===== src/rtl/core/ahrr_pkg.sv =====
// shared types and constants for the audio history ring with readers
package ahrr_pkg;

	localparam int SAMPLE_W = 16;
	localparam int RIDX_W   = 2;
	localparam int BACK_W   = 16;
	localparam int OVR_W    = 16;
	localparam int PEAK_W   = 16;
	localparam int COUNT_W  = 32;

	typedef enum logic [1:0] {
		OP_WRITE  = 2'd0,
		OP_ATTACH = 2'd1,
		OP_READ   = 2'd2,
		OP_PEAK   = 2'd3
	} op_t;

	// strobes from the controller to the datapath
	typedef struct packed {
		logic capture;
		logic lag;
		logic exec;
		logic load;
	} ctl_cmd_t;

	// status from the datapath to the controller
	typedef struct packed {
		logic out_stall;
	} ctl_sts_t;

endpackage


===== src/rtl/core/ahrr_ctrl.sv =====
// controller state machine sequencing one word through the datapath
module ahrr_ctrl import ahrr_pkg::*; (
	input  logic     clk,
	input  logic     arst_n,
	input  logic     in_valid,
	output logic     in_ready,
	input  ctl_sts_t sts,
	output ctl_cmd_t cmd
);

	typedef enum logic [1:0] {
		S_IDLE,
		S_LAG,
		S_EXEC,
		S_DONE
	} state_t;

	state_t state_q;

	always_ff @(posedge clk or negedge arst_n) begin
		if (!arst_n) begin
			state_q <= S_IDLE;
		end else begin
			case (state_q)
				S_IDLE: begin
					if (in_valid) state_q <= S_LAG;
				end
				S_LAG:  state_q <= S_EXEC;
				S_EXEC: state_q <= S_DONE;
				S_DONE: begin
					if (!sts.out_stall) state_q <= S_IDLE;
				end
				default: state_q <= S_IDLE;
			endcase
		end
	end

	assign in_ready    = (state_q == S_IDLE);
	assign cmd.capture = in_valid && (state_q == S_IDLE);
	assign cmd.lag     = (state_q == S_LAG);
	assign cmd.exec    = (state_q == S_EXEC);
	assign cmd.load    = (state_q == S_DONE) && !sts.out_stall;

endmodule


===== config.mk =====
export PLATFORM = sky130hd
export DESIGN_NAME = ahrr_ctrl
export DESIGN_NICKNAME = d
export VERILOG_FILES = /design/src/rtl/core/ahrr_pkg.sv /design/src/rtl/core/ahrr_ctrl.sv
export SDC_FILE = /design/constraint.sdc
export NUM_CORES = 1
export LEC_CHECK = 0
export BUFFER_PORTS_ARGS = -buffer_cell sky130_fd_sc_hd__buf_4
export CORE_AREA = 2 2 39 41
export CTS_BUF_LIST = sky130_fd_sc_hd__clkbuf_4 sky130_fd_sc_hd__clkbuf_8 sky130_fd_sc_hd__clkbuf_16
export CTS_CLUSTER_SIZE = 14
export DETAILED_ROUTE_END_ITERATION = 7
export DIE_AREA = 0 0 41 43
export GPL_TIMING_DRIVEN = 0
export PLACE_DENSITY_LB_ADDON = 0.08
export SLEW_MARGIN = 0
export SYNTH_ARGS = -nofsm -noshare
export SYNTH_HDL_FRONTEND = slang
export SYNTH_SLANG_ARGS = --single-unit

===== constraint.sdc =====
create_clock -name clk -period 3.55 [get_ports clk]
set_clock_uncertainty 0.05 [all_clocks]
set_input_delay 0.71 -clock clk [delete_from_list [all_inputs] [get_ports clk]]
set_output_delay 0.71 -clock clk [all_outputs]
set_load 0.03 [all_outputs]

Yosys cells after proc, flatten, opt, wreduce, memory -nomap -nowiden. Cells that the tools add are included.

Logic and storage cells: 14. Flip-flop bits (word level): 2. Output and inout port bits: 5.

Reductions and logical operators: 5. Muxes and demuxes: 3. Equal/unequal tests: 5.

Operators by type and width (number): $pmux W2 S4 (1); $eq A2 B2 Y1 const B (2); $mux W2 (2); $ne A2 B2 Y1 const B (2); $eq A2 B1 Y1 const B (1); $logic_and A1 B1 Y1 (2); $logic_not A2 Y1 (1); $reduce_and A2 Y1 (1); $logic_not A1 Y1 (1).

Longest topological paths before layout.
Depth in word-level cells: 3. Mapped depth: 5. Gate-level depth less buffers: 5.

Worst setup path after synthesis. No wires, ideal clock.

Path type: reg-to-output. Start: register state_q[1]. End: output port cmd[3] (netlist bit). Required time: 2.790 ns. Data arrival time: 1.215 ns. Path buffers: 0. Setup slack: 1.575 ns. Cell stages (with the launch flop): 4. Path through: dfrtp_1 > inv_1 > ha_1 > and2_2.

RTL lines: start: declaration (RTL line ahrr_ctrl.sv:18) `state_t state_q;`; start signal: assignment (RTL line ahrr_ctrl.sv:22) `state_q <= S_IDLE;`; start signal: assignment (RTL line ahrr_ctrl.sv:26) `if (in_valid) state_q <= S_LAG;`; start signal: assignment (RTL line ahrr_ctrl.sv:28) `S_LAG: state_q <= S_EXEC;`; end: declaration (RTL line ahrr_ctrl.sv:8) `output ctl_cmd_t cmd`.

==> impl_metrics.env <==
export IMPL_yosysTopAreaCell="dfrtp_1"
export IMPL_holdBufCountCts=0
export IMPL_ant_nets=0
export IMPL_synth_simple_area_share_pct=20.6
export IMPL_final_hold_viol_count=0
export IMPL_syn2layout_area_growth_pct=60.3
export IMPL_synth_top_cell_area_share_pct=29.4
export IMPL_grt_max_degree=5
export IMPL_arrival_ns=1.31
export IMPL_avgSynthCellArea_um2=10.0
export IMPL_synth_fp_nets=25
export IMPL_post_dp_hpwl_um=292
export IMPL_fin_util_pct=19.7
export IMPL_clk_path_buf_depth=2
export IMPL_synth_compound_area_share_pct=16.2
export IMPL_via_per_inst=3.27
export IMPL_antenna_found_initial=0
export IMPL_finalSetupViolCount=0
export IMPL_fin_hold_ws_ns=0.213
export IMPL_fmax_mhz=482
export IMPL_min_period_ns=2.07
export IMPL_grt_pass1_wl_um=565
export IMPL_relSlewSlack_pct=86.9
export IMPL_clkLatencyLatePin_ns=0.22
export IMPL_worstMarginPinSlew_ns=0.196
export IMPL_synth_mux_area_share_pct=0
export IMPL_worst_hold_path_type="input pin to asynchronous set/reset pin"
export IMPL_wl_um=355
export IMPL_core_area_um2=1380
export IMPL_io_pins=9
export IMPL_powerDensity_nw_per_um2=1000
export IMPL_period_share_pct=58.4
export IMPL_placedCellCount=41
export IMPL_yosys_warnings=0
export IMPL_portBuffers=8
export IMPL_worst_endpoint_required_ns=2.79
export IMPL_cp_slowest_cell="dfrtp_1"
export IMPL_drive_above_1_share_pct=50.0
export IMPL_die_y_um=43
export IMPL_synthCells=17
export IMPL_numCtsBuffers=3
export IMPL_top_regs="state_q x2"
export IMPL_cp_start_kind="register"
export IMPL_numClockSinks=2
export IMPL_die_x_um=41
export IMPL_synthesis_area_um2=170
export IMPL_vias=144
export IMPL_synthXorXnorAreaFrac_pct=0
export IMPL_synth_adder_area_share_pct=29.4
export IMPL_critPathCaptureType="output port"
export IMPL_rows=14
export IMPL_grt_use_total_pct=5.52
export IMPL_reg2reg_depth=5
export IMPL_wl_per_cell_um=8.07
export IMPL_crit_path_cell_trace="inv_1 > ha_1 > and2_2 > buf_4"
export IMPL_die_area_um2=1760
export IMPL_largest_reg_flops=2
export IMPL_status="finished clean"
export IMPL_synth_area_top_cells="dfrtp_1 29%, ha_1 29%, nand2b_4 8.1%"
export IMPL_ys_seq_elements=2
export IMPL_cts_root_buf="clkbuf_4"
export IMPL_rsz0062_at_grt="false"
export IMPL_drt_iter0_markers=2
export IMPL_crit_type="register to output port"
export IMPL_grt_pass1_vias=156
export IMPL_vdd_drop_max_mv=0.277
export IMPL_synthDistinctLibCells=11
export IMPL_stdcell_count=44
export IMPL_p_leak_uw=0.000142
export IMPL_ys_seq_area_share_pct=29.4
export IMPL_firstDrtPassIters=2
export IMPL_diodes=0
export IMPL_clk_pin_slew_worst_paths_ns=0.03
export IMPL_cts_tree="built"
export IMPL_routabilityCongestion=0.556
export IMPL_initial_core_util_pct=12.3
export IMPL_cts_setup_buffers=0
export IMPL_nets=38
export IMPL_finalSetupTns_ns=0
export IMPL_final_max_slew_viol_count=0
export IMPL_drv_cap=0
export IMPL_path_max_fanout=4
export IMPL_htreeDepth=1
export IMPL_ctsResizeCount=0
export IMPL_grt_overflow=0
export IMPL_synth_top_family_by_area="adder cells"
export IMPL_top_register="state_q"
export IMPL_critPathMaxStageDelay_ns=0.40
export IMPL_route_detailed_drc=0
[cell families after synthesis]
group	count (synthesis)
AND/OR/NAND/NOR	5
AO/OA/AOI/OAI	4
adder cells (fa/ha/maj)	4
buffers and inverters	2
flip-flops	2
[path summary, 6_finish.rpt]
path	from	endpoint	slack (ns)
hold / removal	arst_n	state_q[0]	0.21
setup / recovery	state_q[1]	cmd[3]	1.48
max in group asynchronous	arst_n	state_q[1]	3.15
min in group clk	state_q[0]	state_q[0]	0.57
hold reg to reg	state_q[0]	state_q[0]	0.57
setup reg to reg	state_q[0]	state_q[1]	2.30
[area by class of cell]
class                           instances  area (µm²)
Sequential cell                         2        50.0
Multi-Input combinational cell         13         113
Timing Repair Buffer                    8        60.1
Inverter                                2        7.51
Fill cell                             158        1110
Tap cell                               16        20.0
Clock buffer                            3        22.5
[routing by layer]
metal,global-route usage [%],vias to the layer above,share of wire [%]
met4,8.00,0,0
met5,0,-,0
met3,1.57,0,6.2
met2,7.19,4,52
met1,5.47,63,41
li1,-,77,-
[cells in the mapped netlist]
master and instances:
nor2_1 1, inv_1 2, nand2b_4 1, a21oi_1 2, dfrtp_1 2, a31o_1 1, ha_1 4, a21oi_2 1
nor2b_1 1, nand2_1 1, and2_2 1
[worst max-delay path, delay by kind of cell, from the launching register on]
| family | cells | cell delay, ns |
|---|---|---|
| simple gates | 1 | 0.17 |
| flops | 1 | 0.40 |
| fa+ha+maj | 1 | 0.26 |
| buf+inv | 2 | 0.26 |
[where the power goes]
group / switching, µW / total (µW) / internal [µW]
logic: 104 / 175 / 71.4
registers: 12.9 / 48.9 / 36.0
clock network: 12.3 / 49.6 / 37.2
total: 129 / 274 / 145
[cells in the final DEF, fill, tap and decap left out, drive strengths merged]
master and count:
buf 8, ha 4, clkbuf 3, a21oi 3, inv 2, dfrtp 2
and2 1, nor2b 1, nand2 1, nor2 1, nand2b 1, a31o 1
[metrics by stage]
step           total power [µW]  cell area (µm²)  worst slack, ns
2_1_floorplan               177              170             1.58
3_3_place_gp                229              250             1.64
3_5_place_dp                231              250             1.64
4_1_cts                     285              273             1.44
5_1_grt                     305              273             1.37
6_report                    274              273             1.48
Power figures use the tool's default switching activity.
